[config.mk]
export PLATFORM = sky130hd
export DESIGN_NAME = i2c_eeprom_transfer_sequencer_core
export DESIGN_NICKNAME = d
export VERILOG_FILES = /design/src/design/i2cseq_pkg.sv /design/src/design/i2cseq_front.sv /design/src/design/i2cseq_queue.sv /design/src/design/i2cseq_back.sv /design/src/design/i2c_eeprom_transfer_sequencer_core.sv
export SDC_FILE = /design/constraint.sdc
export NUM_CORES = 1
export LEC_CHECK = 0
export ABC_AREA = 0
export ABC_CLOCK_PERIOD_IN_PS = 6100
export BUFFER_PORTS_ARGS = -buffer_cell sky130_fd_sc_hd__clkbuf_2
export CAP_MARGIN = 0
export CORE_ASPECT_RATIO = 1.2
export CORE_MARGIN = 5
export CORE_UTILIZATION = 55
export DETAILED_ROUTE_END_ITERATION = 7
export GPL_TIMING_DRIVEN = 0
export PLACE_DENSITY = 0.79
export SYNTH_ARGS = -nofsm -noshare
export SYNTH_HDL_FRONTEND = slang
export SYNTH_SLANG_ARGS = --single-unit
export TNS_END_PERCENT = 50
[constraint.sdc]
create_clock -name i_clk -period 6.1 [get_ports i_clk]
set_clock_uncertainty 0.05 [all_clocks]
set_input_delay 0.305 -clock i_clk [delete_from_list [all_inputs] [get_ports i_clk]]
set_output_delay 0.305 -clock i_clk [all_outputs]
set_load 0.005 [all_outputs]
[src/design/i2cseq_pkg.sv]
// Shared types, bus operation codes and status codes for the I2C EEPROM sequencer.
package i2cseq_pkg;

    localparam int PAGE_BYTES = 64;
    localparam int PAGE_BITS  = $clog2(PAGE_BYTES);
    localparam logic [15:0] ADDR_LIMIT = 16'd32767;

    localparam logic [1:0] ACT_OPEN  = 2'd0;
    localparam logic [1:0] ACT_DATA  = 2'd1;
    localparam logic [1:0] ACT_REPLY = 2'd2;

    localparam logic [2:0] OP_NONE      = 3'd0;
    localparam logic [2:0] OP_START     = 3'd1;
    localparam logic [2:0] OP_RESTART   = 3'd2;
    localparam logic [2:0] OP_STOP      = 3'd3;
    localparam logic [2:0] OP_WRITE     = 3'd4;
    localparam logic [2:0] OP_READ_ACK  = 3'd5;
    localparam logic [2:0] OP_READ_NACK = 3'd6;

    localparam logic [2:0] ST_BUSY     = 3'd0;
    localparam logic [2:0] ST_DONE     = 3'd1;
    localparam logic [2:0] ST_ZERO_LEN = 3'd2;
    localparam logic [2:0] ST_BAD_ADDR = 3'd3;
    localparam logic [2:0] ST_RD_FAIL  = 3'd4;
    localparam logic [2:0] ST_WR_NACK  = 3'd5;

    localparam int MAX_RES = 3;

    typedef struct packed {
        logic [2:0] bus_op;
        logic [7:0] bus_byte;
        logic [7:0] read_data;
        logic       read_valid;
        logic [2:0] status;
    } t_result;

    // Everything one accepted item causes on the bus side
    typedef struct packed {
        logic [1:0]                 cnt;
        t_result [MAX_RES-1:0]      res;
    } t_bundle;

    function automatic t_result mk_res(logic [2:0] op, logic [7:0] byte_v,
                                       logic [7:0] rdata, logic rvalid,
                                       logic [2:0] status);
        t_result r;
        r.bus_op     = op;
        r.bus_byte   = byte_v;
        r.read_data  = rdata;
        r.read_valid = rvalid;
        r.status     = status;
        return r;
    endfunction

endpackage

[src/design/i2cseq_front.sv]
// Front end: accepts items, tracks the transfer phase and builds the bus operation bundle.
module i2cseq_front (
    input  logic                 i_clk,
    input  logic                 i_rst_n,
    input  logic                 i_valid,
    output logic                 o_ready,
    input  logic [1:0]           i_action,
    input  logic                 i_is_read,
    input  logic [6:0]           i_chip_addr,
    input  logic [14:0]          i_start_addr,
    input  logic [14:0]          i_length,
    input  logic [7:0]           i_write_byte,
    input  logic                 i_bus_nack,
    input  logic [7:0]           i_bus_read_byte,
    input  logic                 i_q_full,
    output logic                 o_push,
    output i2cseq_pkg::t_bundle  o_bundle
);
    import i2cseq_pkg::*;

    localparam logic [3:0] PH_IDLE   = 4'd0;
    localparam logic [3:0] PH_R_CW   = 4'd1;
    localparam logic [3:0] PH_R_HI   = 4'd2;
    localparam logic [3:0] PH_R_LO   = 4'd3;
    localparam logic [3:0] PH_R_CR   = 4'd4;
    localparam logic [3:0] PH_R_DATA = 4'd5;
    localparam logic [3:0] PH_W_CW   = 4'd6;
    localparam logic [3:0] PH_W_HI   = 4'd7;
    localparam logic [3:0] PH_W_LO   = 4'd8;
    localparam logic [3:0] PH_W_DATA = 4'd9;
    localparam logic [3:0] PH_W_ACK  = 4'd10;
    localparam logic [3:0] PH_W_POLL = 4'd11;

    logic [3:0]  r_phase, n_phase;
    logic [6:0]  r_dev,   n_dev;
    logic [14:0] r_addr,  n_addr;
    logic [14:0] r_left,  n_left;
    logic        r_err,   n_err;

    t_bundle     bun;
    logic        accept;
    logic [15:0] end_addr;
    logic [14:0] addr_inc;
    logic [14:0] left_dec;
    logic        err_now;
    logic [7:0]  ctrl_w;
    logic [7:0]  ctrl_r;

    assign o_ready  = !i_q_full;
    assign accept   = i_valid && o_ready;
    assign end_addr = {1'b0, i_start_addr} + {1'b0, i_length};
    assign addr_inc = r_addr + 15'd1;
    assign left_dec = r_left - 15'd1;
    assign err_now  = r_err | i_bus_nack;
    assign ctrl_w   = {r_dev, 1'b0};
    assign ctrl_r   = {r_dev, 1'b1};

    always_comb begin
        n_phase = r_phase;
        n_dev   = r_dev;
        n_addr  = r_addr;
        n_left  = r_left;
        n_err   = r_err;
        bun     = '0;
        case (i_action)
            ACT_OPEN: begin
                n_phase = PH_IDLE;
                bun.cnt = 2'd1;
                if (i_length == 15'd0) begin
                    bun.res[0] = mk_res(OP_NONE, 8'd0, 8'd0, 1'b0, ST_ZERO_LEN);
                end else if (end_addr > ADDR_LIMIT) begin
                    bun.res[0] = mk_res(OP_NONE, 8'd0, 8'd0, 1'b0, ST_BAD_ADDR);
                end else begin
                    n_dev      = i_chip_addr;
                    n_addr     = i_start_addr;
                    n_left     = i_length;
                    n_err      = 1'b0;
                    n_phase    = i_is_read ? PH_R_CW : PH_W_CW;
                    bun.cnt    = 2'd2;
                    bun.res[0] = mk_res(OP_START, 8'd0, 8'd0, 1'b0, ST_BUSY);
                    bun.res[1] = mk_res(OP_WRITE, {i_chip_addr, 1'b0}, 8'd0, 1'b0,
                                        ST_BUSY);
                end
            end
            ACT_DATA: begin
                if (r_phase == PH_W_DATA) begin
                    bun.cnt    = 2'd1;
                    bun.res[0] = mk_res(OP_WRITE, i_write_byte, 8'd0, 1'b0, ST_BUSY);
                    n_phase    = PH_W_ACK;
                end
            end
            ACT_REPLY: begin
                case (r_phase)
                    PH_R_CW, PH_W_CW: begin
                        n_err      = err_now;
                        bun.cnt    = 2'd1;
                        bun.res[0] = mk_res(OP_WRITE, {1'b0, r_addr[14:8]}, 8'd0, 1'b0,
                                            ST_BUSY);
                        n_phase    = (r_phase == PH_R_CW) ? PH_R_HI : PH_W_HI;
                    end
                    PH_R_HI, PH_W_HI: begin
                        n_err      = err_now;
                        bun.cnt    = 2'd1;
                        bun.res[0] = mk_res(OP_WRITE, r_addr[7:0], 8'd0, 1'b0, ST_BUSY);
                        n_phase    = (r_phase == PH_R_HI) ? PH_R_LO : PH_W_LO;
                    end
                    PH_R_LO: begin
                        n_err      = err_now;
                        bun.cnt    = 2'd2;
                        bun.res[0] = mk_res(OP_RESTART, 8'd0, 8'd0, 1'b0, ST_BUSY);
                        bun.res[1] = mk_res(OP_WRITE, ctrl_r, 8'd0, 1'b0, ST_BUSY);
                        n_phase    = PH_R_CR;
                    end
                    PH_W_LO: begin
                        n_err   = err_now;
                        n_phase = PH_W_DATA;
                    end
                    PH_R_CR: begin
                        n_err   = err_now;
                        bun.cnt = 2'd1;
                        if (err_now) begin
                            bun.res[0] = mk_res(OP_STOP, 8'd0, 8'd0, 1'b0, ST_RD_FAIL);
                            n_phase    = PH_IDLE;
                        end else begin
                            bun.res[0] = mk_res((r_left > 15'd1) ? OP_READ_ACK
                                                                 : OP_READ_NACK,
                                                8'd0, 8'd0, 1'b0, ST_BUSY);
                            n_phase    = PH_R_DATA;
                        end
                    end
                    PH_R_DATA: begin
                        n_left  = left_dec;
                        bun.cnt = 2'd1;
                        if (left_dec == 15'd0) begin
                            bun.res[0] = mk_res(OP_STOP, 8'd0, i_bus_read_byte, 1'b1,
                                                ST_DONE);
                            n_phase    = PH_IDLE;
                        end else begin
                            bun.res[0] = mk_res((left_dec > 15'd1) ? OP_READ_ACK
                                                                   : OP_READ_NACK,
                                                8'd0, i_bus_read_byte, 1'b1, ST_BUSY);
                        end
                    end
                    PH_W_ACK: begin
                        n_err  = err_now;
                        n_left = left_dec;
                        n_addr = addr_inc;
                        if (left_dec == 15'd0) begin
                            bun.cnt    = 2'd1;
                            bun.res[0] = mk_res(OP_STOP, 8'd0, 8'd0, 1'b0,
                                                err_now ? ST_WR_NACK : ST_DONE);
                            n_phase    = PH_IDLE;
                        end else if (addr_inc[PAGE_BITS-1:0] == '0) begin
                            // page boundary: close the write cycle and start polling
                            bun.cnt    = 2'd3;
                            bun.res[0] = mk_res(OP_STOP, 8'd0, 8'd0, 1'b0, ST_BUSY);
                            bun.res[1] = mk_res(OP_START, 8'd0, 8'd0, 1'b0, ST_BUSY);
                            bun.res[2] = mk_res(OP_WRITE, ctrl_w, 8'd0, 1'b0, ST_BUSY);
                            n_phase    = PH_W_POLL;
                        end else begin
                            n_phase = PH_W_DATA;
                        end
                    end
                    PH_W_POLL: begin
                        if (i_bus_nack) begin
                            bun.cnt    = 2'd2;
                            bun.res[0] = mk_res(OP_RESTART, 8'd0, 8'd0, 1'b0, ST_BUSY);
                            bun.res[1] = mk_res(OP_WRITE, ctrl_w, 8'd0, 1'b0, ST_BUSY);
                        end else begin
                            bun.cnt    = 2'd3;
                            bun.res[0] = mk_res(OP_STOP, 8'd0, 8'd0, 1'b0, ST_BUSY);
                            bun.res[1] = mk_res(OP_START, 8'd0, 8'd0, 1'b0, ST_BUSY);
                            bun.res[2] = mk_res(OP_WRITE, ctrl_w, 8'd0, 1'b0, ST_BUSY);
                            n_phase    = PH_W_CW;
                        end
                    end
                    default: begin
                        n_phase = r_phase;
                    end
                endcase
            end
            default: begin
                n_phase = r_phase;
            end
        endcase
    end

    assign o_push   = accept && (bun.cnt != 2'd0);
    assign o_bundle = bun;

    always_ff @(posedge i_clk) begin
        if (!i_rst_n) begin
            r_phase <= PH_IDLE;
            r_dev   <= '0;
            r_addr  <= '0;
            r_left  <= '0;
            r_err   <= 1'b0;
        end else if (accept) begin
            r_phase <= n_phase;
            r_dev   <= n_dev;
            r_addr  <= n_addr;
            r_left  <= n_left;
            r_err   <= n_err;
        end
    end

endmodule

[src/design/i2cseq_queue.sv]
// Two-entry bundle queue between the front end and the bus operation issuer.
module i2cseq_queue (
    input  logic                 i_clk,
    input  logic                 i_rst_n,
    input  logic                 i_push,
    input  i2cseq_pkg::t_bundle  i_bundle,
    output logic                 o_full,
    input  logic                 i_pop,
    output logic                 o_empty,
    output i2cseq_pkg::t_bundle  o_bundle
);
    import i2cseq_pkg::*;

    t_bundle    r_mem [0:1];
    logic       r_wp;
    logic       r_rp;
    logic [1:0] r_cnt;

    assign o_full   = (r_cnt == 2'd2);
    assign o_empty  = (r_cnt == 2'd0);
    assign o_bundle = r_mem[r_rp];

    always_ff @(posedge i_clk) begin
        if (i_push) begin
            r_mem[r_wp] <= i_bundle;
        end
    end

    always_ff @(posedge i_clk) begin
        if (!i_rst_n) begin
            r_wp  <= 1'b0;
            r_rp  <= 1'b0;
            r_cnt <= 2'd0;
        end else begin
            if (i_push) begin
                r_wp <= ~r_wp;
            end
            if (i_pop) begin
                r_rp <= ~r_rp;
            end
            case ({i_push, i_pop})
                2'b10:   r_cnt <= r_cnt + 2'd1;
                2'b01:   r_cnt <= r_cnt - 2'd1;
                default: r_cnt <= r_cnt;
            endcase
        end
    end

endmodule

[src/design/i2cseq_back.sv]
// Back end: issues the bus operations of each bundle one per transfer and marks the last.
module i2cseq_back (
    input  logic                 i_clk,
    input  logic                 i_rst_n,
    input  logic                 i_q_empty,
    input  i2cseq_pkg::t_bundle  i_bundle,
    output logic                 o_pop,
    output logic                 o_valid,
    input  logic                 i_ready,
    output logic [2:0]           o_bus_op,
    output logic [7:0]           o_bus_byte,
    output logic [7:0]           o_read_data,
    output logic                 o_read_valid,
    output logic [2:0]           o_status,
    output logic                 o_last
);
    import i2cseq_pkg::*;

    t_bundle    r_bun;
    logic [1:0] r_idx;
    logic       r_busy;
    t_result    cur;
    logic       is_last;
    logic       done;

    assign cur     = r_bun.res[r_idx];
    assign is_last = (r_idx == (r_bun.cnt - 2'd1));
    assign done    = r_busy && i_ready && is_last;
    assign o_pop   = !i_q_empty && (!r_busy || done);

    assign o_valid      = r_busy;
    assign o_bus_op     = cur.bus_op;
    assign o_bus_byte   = cur.bus_byte;
    assign o_read_data  = cur.read_data;
    assign o_read_valid = cur.read_valid;
    assign o_status     = cur.status;
    assign o_last       = is_last;

    always_ff @(posedge i_clk) begin
        if (o_pop) begin
            r_bun <= i_bundle;
        end
    end

    always_ff @(posedge i_clk) begin
        if (!i_rst_n) begin
            r_busy <= 1'b0;
            r_idx  <= 2'd0;
        end else if (o_pop) begin
            r_busy <= 1'b1;
            r_idx  <= 2'd0;
        end else if (done) begin
            r_busy <= 1'b0;
        end else if (r_busy && i_ready) begin
            r_idx <= r_idx + 2'd1;
        end
    end

endmodule

[src/design/i2c_eeprom_transfer_sequencer_core.sv]
// Top level of the I2C serial EEPROM transfer sequencer.
// Usage: one input channel (i_valid/o_ready) carries opens, write data bytes and bus
// replies; one output channel (o_valid/i_ready) carries bus operations, received read
// data and the transfer status, one result per transfer, o_last on the final result
// caused by an input item. Items that cause nothing produce no output transfer.
// An open returns start plus the control byte, or a single status result if the length
// is zero or the range runs past the address limit. Bus replies step the phase.
// The results of an accepted item pass through the queue, then the output register,
// before the first of them can be taken.
// Throughput: the front end takes one item per cycle while the two-entry bundle queue
// has room; the output register issues one result per cycle while i_ready is high,
// and an item causes one to three results.
// When the receiver stalls, results wait in the output register, then the queue, then
// o_ready drops. Reset clears the phase, the queue and the output; no item is in flight
// afterwards and o_ready is high as soon as reset is released.
module i2c_eeprom_transfer_sequencer_core (
    input  logic        i_clk,
    input  logic        i_rst_n,
    input  logic        i_valid,
    output logic        o_ready,
    input  logic [1:0]  i_action,
    input  logic        i_is_read,
    input  logic [6:0]  i_chip_addr,
    input  logic [14:0] i_start_addr,
    input  logic [14:0] i_length,
    input  logic [7:0]  i_write_byte,
    input  logic        i_bus_nack,
    input  logic [7:0]  i_bus_read_byte,
    output logic        o_valid,
    input  logic        i_ready,
    output logic [2:0]  o_bus_op,
    output logic [7:0]  o_bus_byte,
    output logic [7:0]  o_read_data,
    output logic        o_read_valid,
    output logic [2:0]  o_status,
    output logic        o_last
);
    import i2cseq_pkg::*;

    t_bundle push_bun;
    t_bundle head_bun;
    logic    push;
    logic    pop;
    logic    q_full;
    logic    q_empty;

    i2cseq_front u_front (
        .i_clk           (i_clk),
        .i_rst_n         (i_rst_n),
        .i_valid         (i_valid),
        .o_ready         (o_ready),
        .i_action        (i_action),
        .i_is_read       (i_is_read),
        .i_chip_addr     (i_chip_addr),
        .i_start_addr    (i_start_addr),
        .i_length        (i_length),
        .i_write_byte    (i_write_byte),
        .i_bus_nack      (i_bus_nack),
        .i_bus_read_byte (i_bus_read_byte),
        .i_q_full        (q_full),
        .o_push          (push),
        .o_bundle        (push_bun)
    );

    i2cseq_queue u_queue (
        .i_clk    (i_clk),
        .i_rst_n  (i_rst_n),
        .i_push   (push),
        .i_bundle (push_bun),
        .o_full   (q_full),
        .i_pop    (pop),
        .o_empty  (q_empty),
        .o_bundle (head_bun)
    );

    i2cseq_back u_back (
        .i_clk        (i_clk),
        .i_rst_n      (i_rst_n),
        .i_q_empty    (q_empty),
        .i_bundle     (head_bun),
        .o_pop        (pop),
        .o_valid      (o_valid),
        .i_ready      (i_ready),
        .o_bus_op     (o_bus_op),
        .o_bus_byte   (o_bus_byte),
        .o_read_data  (o_read_data),
        .o_read_valid (o_read_valid),
        .o_status     (o_status),
        .o_last       (o_last)
    );

endmodule

==> reports/qor.csv <==
stage,metric,value,unit
placement,post_dp_cell_area,0.0100,mm2
route,via_per_inst,6.15,
layout,design.final.nets,1050,
clocking,cts.clk_slew.worst_paths,70,ps
timing,slew_violations,0,
clocking,cts_buffers,17,
clocking,cts.repair.resized,0,
placement,placedCellCount,1159,
synthesis,synth_top_cell_area_share,41.9,%
setup_path,required,6400,ps
die,start_util,55.3,%
die,die-width,128,um
synthesis,synth-seq-cells,178,
clocking,root_buffer,clkbuf_16,
hold_path,holdPathStages,3,
status,outcome,finished clean,
layout,fin_util,63.5,%
synthesis,synth_nets,941,
synthesis,syn_inst,853,
hold_path,hold_path_end,u_front.r_dev[3]$_SDFFE_PN0P_,
setup_path,path_delay_family,simple AND/OR/NAND/NOR gates,
synthesis,synth_area_leader_cell,edfxtp_1,
die,ios,87,
route,num_vias,7323,
synthesis,ys_async_sr_fraction,0,%
die,core_area,0.0167,mm2
setup_path,arrival,4350,ps
layout,design_area,0.0106,mm2
clocking,clockBufferDepth,2,
timing,period_share,66.3,%
clocking,post_cts_buffers,0,
grt,grt_pass1_vias,7247,
timing,fmaxAchievable,0.247,GHz
route,wl,24700,um
synthesis,syn_area,0.00925,mm2
clocking,cts.sink_count,178,
setup_path,cp_common_cell,ha_1,
setup_path,path_buf_inv,3,
run,maxCapViolCount,0,
clocking,worstSkewPairLatency,440,ps
layout,syn_to_final_growth,14.8,%
timing,finalHoldViolCount,0,
synthesis,avgSynthCellArea,10.8,um2
timing,period_minus_slack,4050,ps
setup_path,path_max_fanout,10,
grt,grt_max_degree,33,
layout,n_antenna_cell,0,
setup_path,r2r_cells,14,
grt,grt_pass1_wl,38600,um
placement,io_buffer_count,86,
setup_path,max_stage_delay,450,ps
route,first_iter_violations,541,
die,rows,52,
die,dieArea,0.0195,mm2
route,firstDrtPassIters,5,
hold_path,min-delay-start,i_chip_addr[3],
route,wl_per_cell,20.7,um
grt,grt.overflow.total,0,
layout,fillers,1352,
placement,gp_congestion,0.988,
hold_path,hold_path_class,in2reg,
setup_path,crit_path_cell_trace,inv_1 > ha_1 > buf_2 > nor4b_1 > and4_2 > xor2_2 > and3b_1 > or3b_1 > buf_6 > o2bb2ai_2 > o21bai_1 > ha_1 > or3_1 > a21oi_1,
route,drc,0,
clocking,htree_levels,4,
synthesis,synth_edf_count,129,
timing,setup_violations,0,
synthesis,synthFlopType,edfxtp_1,
setup_path,r2r_setup_slack,2050,ps
layout,stdcell_count,1191,
power,leakage,0.00383,uW
layout,drive_above_1_share,20.7,%
setup_path,r2r-start,u_front.r_left[0]$_SDFFE_PN0P_,
route,ant_nets,0,
setup_path,start_kind,flop,
die,die_h,152,um
timing,worstMarginPinSlew,1210,ps
setup_path,endpoint_kind,flop,
timing,grt_setup_unrepaired,no,
clocking,cts_tree,built,
setup_path,critPathSlowestCell,o21bai_1,
clocking,hold_buffers,0,
timing,tns,0,ps
setup_path,r2r-end,u_queue.r_cnt[1]$_SDFFE_PN0P_,
layout,multi_input_area,0.00412,mm2
power,peakVddDrop,0.188,mV
synthesis,synth_warnings,0,
grt,grt_usage,25.4,%
power,p_per_area,343,mW/mm2
synthesis,synth_cell_types,71,
synthesis,ys_seq_area_share,52.5,%
setup_path,crit_type,reg2reg,
grt,antenna_found_initial,0,
timing,slew_headroom,18.8,%
layout,ff_latch_area,0.00485,mm2
synthesis,synth_area_leaders,"edfxtp_1 (42%), dfxtp_1 (11%), mux2_2 (5.2%)",
placement,hpwl,17500,um
## metal layers
metal	track usage (%)	wire, um	vias up
met3	4.67	1500	68
met5	0	0	-
li1	-	-	3417
met1	30.1	9470	3539
met2	43.3	12600	299
met4	13.4	1060	0
## metrics by stage
step | total power, uW | hold WS [ps] | worst slack [ps]
finish | 3650 | 78.1 | 2050
global route | 3820 | 81.8 | 1790
CTS | 3670 | 66.3 | 2090
detailed placement | 2610 | 460 | 2020
global placement | 2560 | 446 | 18.2
floorplan | 2250 | 399 | 1580
## how the worst max path moves through the flow
stage | slack, ps | start | depth (start not counted) | to
5_1_grt | 1790 | u_front.r_left[0]$_SDFFE_PN0P_ | 12 | u_queue.r_mem[1][22]$_DFFE_PP_
4_1_cts | 2090 | u_front.r_left[0]$_SDFFE_PN0P_ | 14 | u_queue.r_cnt[1]$_SDFFE_PN0P_
6_report | 2050 | u_front.r_left[0]$_SDFFE_PN0P_ | 14 | u_queue.r_cnt[1]$_SDFFE_PN0P_
3_5_place_dp | 2020 | i_length[6] | 11 | u_queue.r_cnt[1]$_SDFFE_PN0P_
3_3_place_gp | 20 | i_length[6] | 10 | u_queue.r_mem[1][4]$_DFFE_PP_
2_1_floorplan | 1580 | u_front.r_left[0]$_SDFFE_PN0P_ | 11 | u_queue.r_mem[0][0]$_DFFE_PP_
## cell usage in the layout, fill, tap and decap left out, types with 5 or more instances in the layout
master       n
nand2_1     69
clkbuf_16   17
mux2i_1     27
nor4_1       7
o21ai_0     50
nor3_1      26
buf_2       10
inv_1       15
clkbuf_1    40
o211ai_1     7
xnor2_1     12
o31ai_1      6
nor2_1      76
clkbuf_2    87
o32ai_1      5
edfxtp_1   129
dfxtp_1     49
a31oi_1      5
a22o_1      24
a21oi_1     40
a22oi_1      9
ha_1        27
or3_1        8
and3_1       6
nand3_1     13
nor2b_1      8
nand2b_1     9
a211oi_1    10
mux2_2      43
nand4_1     10
and2_1      33
o221a_2      6
clkinv_4     5
## cell type report
class,instances,share of cell area [%]
Sequential cell,178,45.7
Clock inverter,14,1.44
Tap cell,216,2.54
Timing Repair Buffer,90,4.66
Clock buffer,18,4.04
Inverter,16,0.565
Multi-Input combinational cell,603,38.7
Buffer,56,2.31
## cell usage after synthesis (all sizes together) (4+ instances only)
master and count:
mux2i 27, o22ai 4, a22o 24, edfxtp 129, nor2 80, inv 15, a211oi 10, o32ai 5
nor3b 4, a2111oi 4, o211ai 7, dfxtp 49, o221a 6, xnor2 12, and2 34, o21ai 50
buf 16, ha 27, a21oi 40, a31oi 5, clkbuf 40, and3 6, or3 8, nand2 69
a22oi 9, nor3 26, mux2 43, nor4 8, o31ai 6, nand4 11, nand2b 9, nor2b 8
nand3 13
## state kept, by name, indices dropped and copies added (netlist names), 2 cells and up
| signal | count |
|---|---|
| u_front.r_left | 15 |
| u_back.r_idx | 2 |
| u_front.r_addr | 15 |
| u_front.r_dev | 7 |
| u_queue.r_mem | 86 |
| u_front.r_phase | 4 |
| u_back.r_bun | 43 |
| u_queue.r_cnt | 2 |
## worst register-to-register path, stage by stage, from the launching register on
cell       delay [ps]
dfxtp_1           400
inv_1             120
ha_1              140
buf_2             200
nor4b_1           400
and4_2            350
xor2_2             80
and3b_1           200
or3b_1            360
buf_6             160
o2bb2ai_2         160
o21bai_1          450
ha_1              360
or3_1             390
a21oi_1           150
## power breakdown
part	total [uW]	internal [uW]	switching, uW	leakage, uW
clock network	1060	545	512	0.000276
logic	961	386	576	0.00196
registers	1630	1540	92.4	0.00159
## logic make-up after synthesis
family	after synthesis	share of synthesized area, %
multiplexers	70	8.15
buffers and inverters	72	3.30
adder cells (fa/ha/maj)	27	3.65
flip-flops	178	52.5
AO/OA/AOI/OAI	201	15.2
AND/OR/NAND/NOR	290	15.8
XOR/XNOR	15	1.50
(Power assumes the default switching activity.)
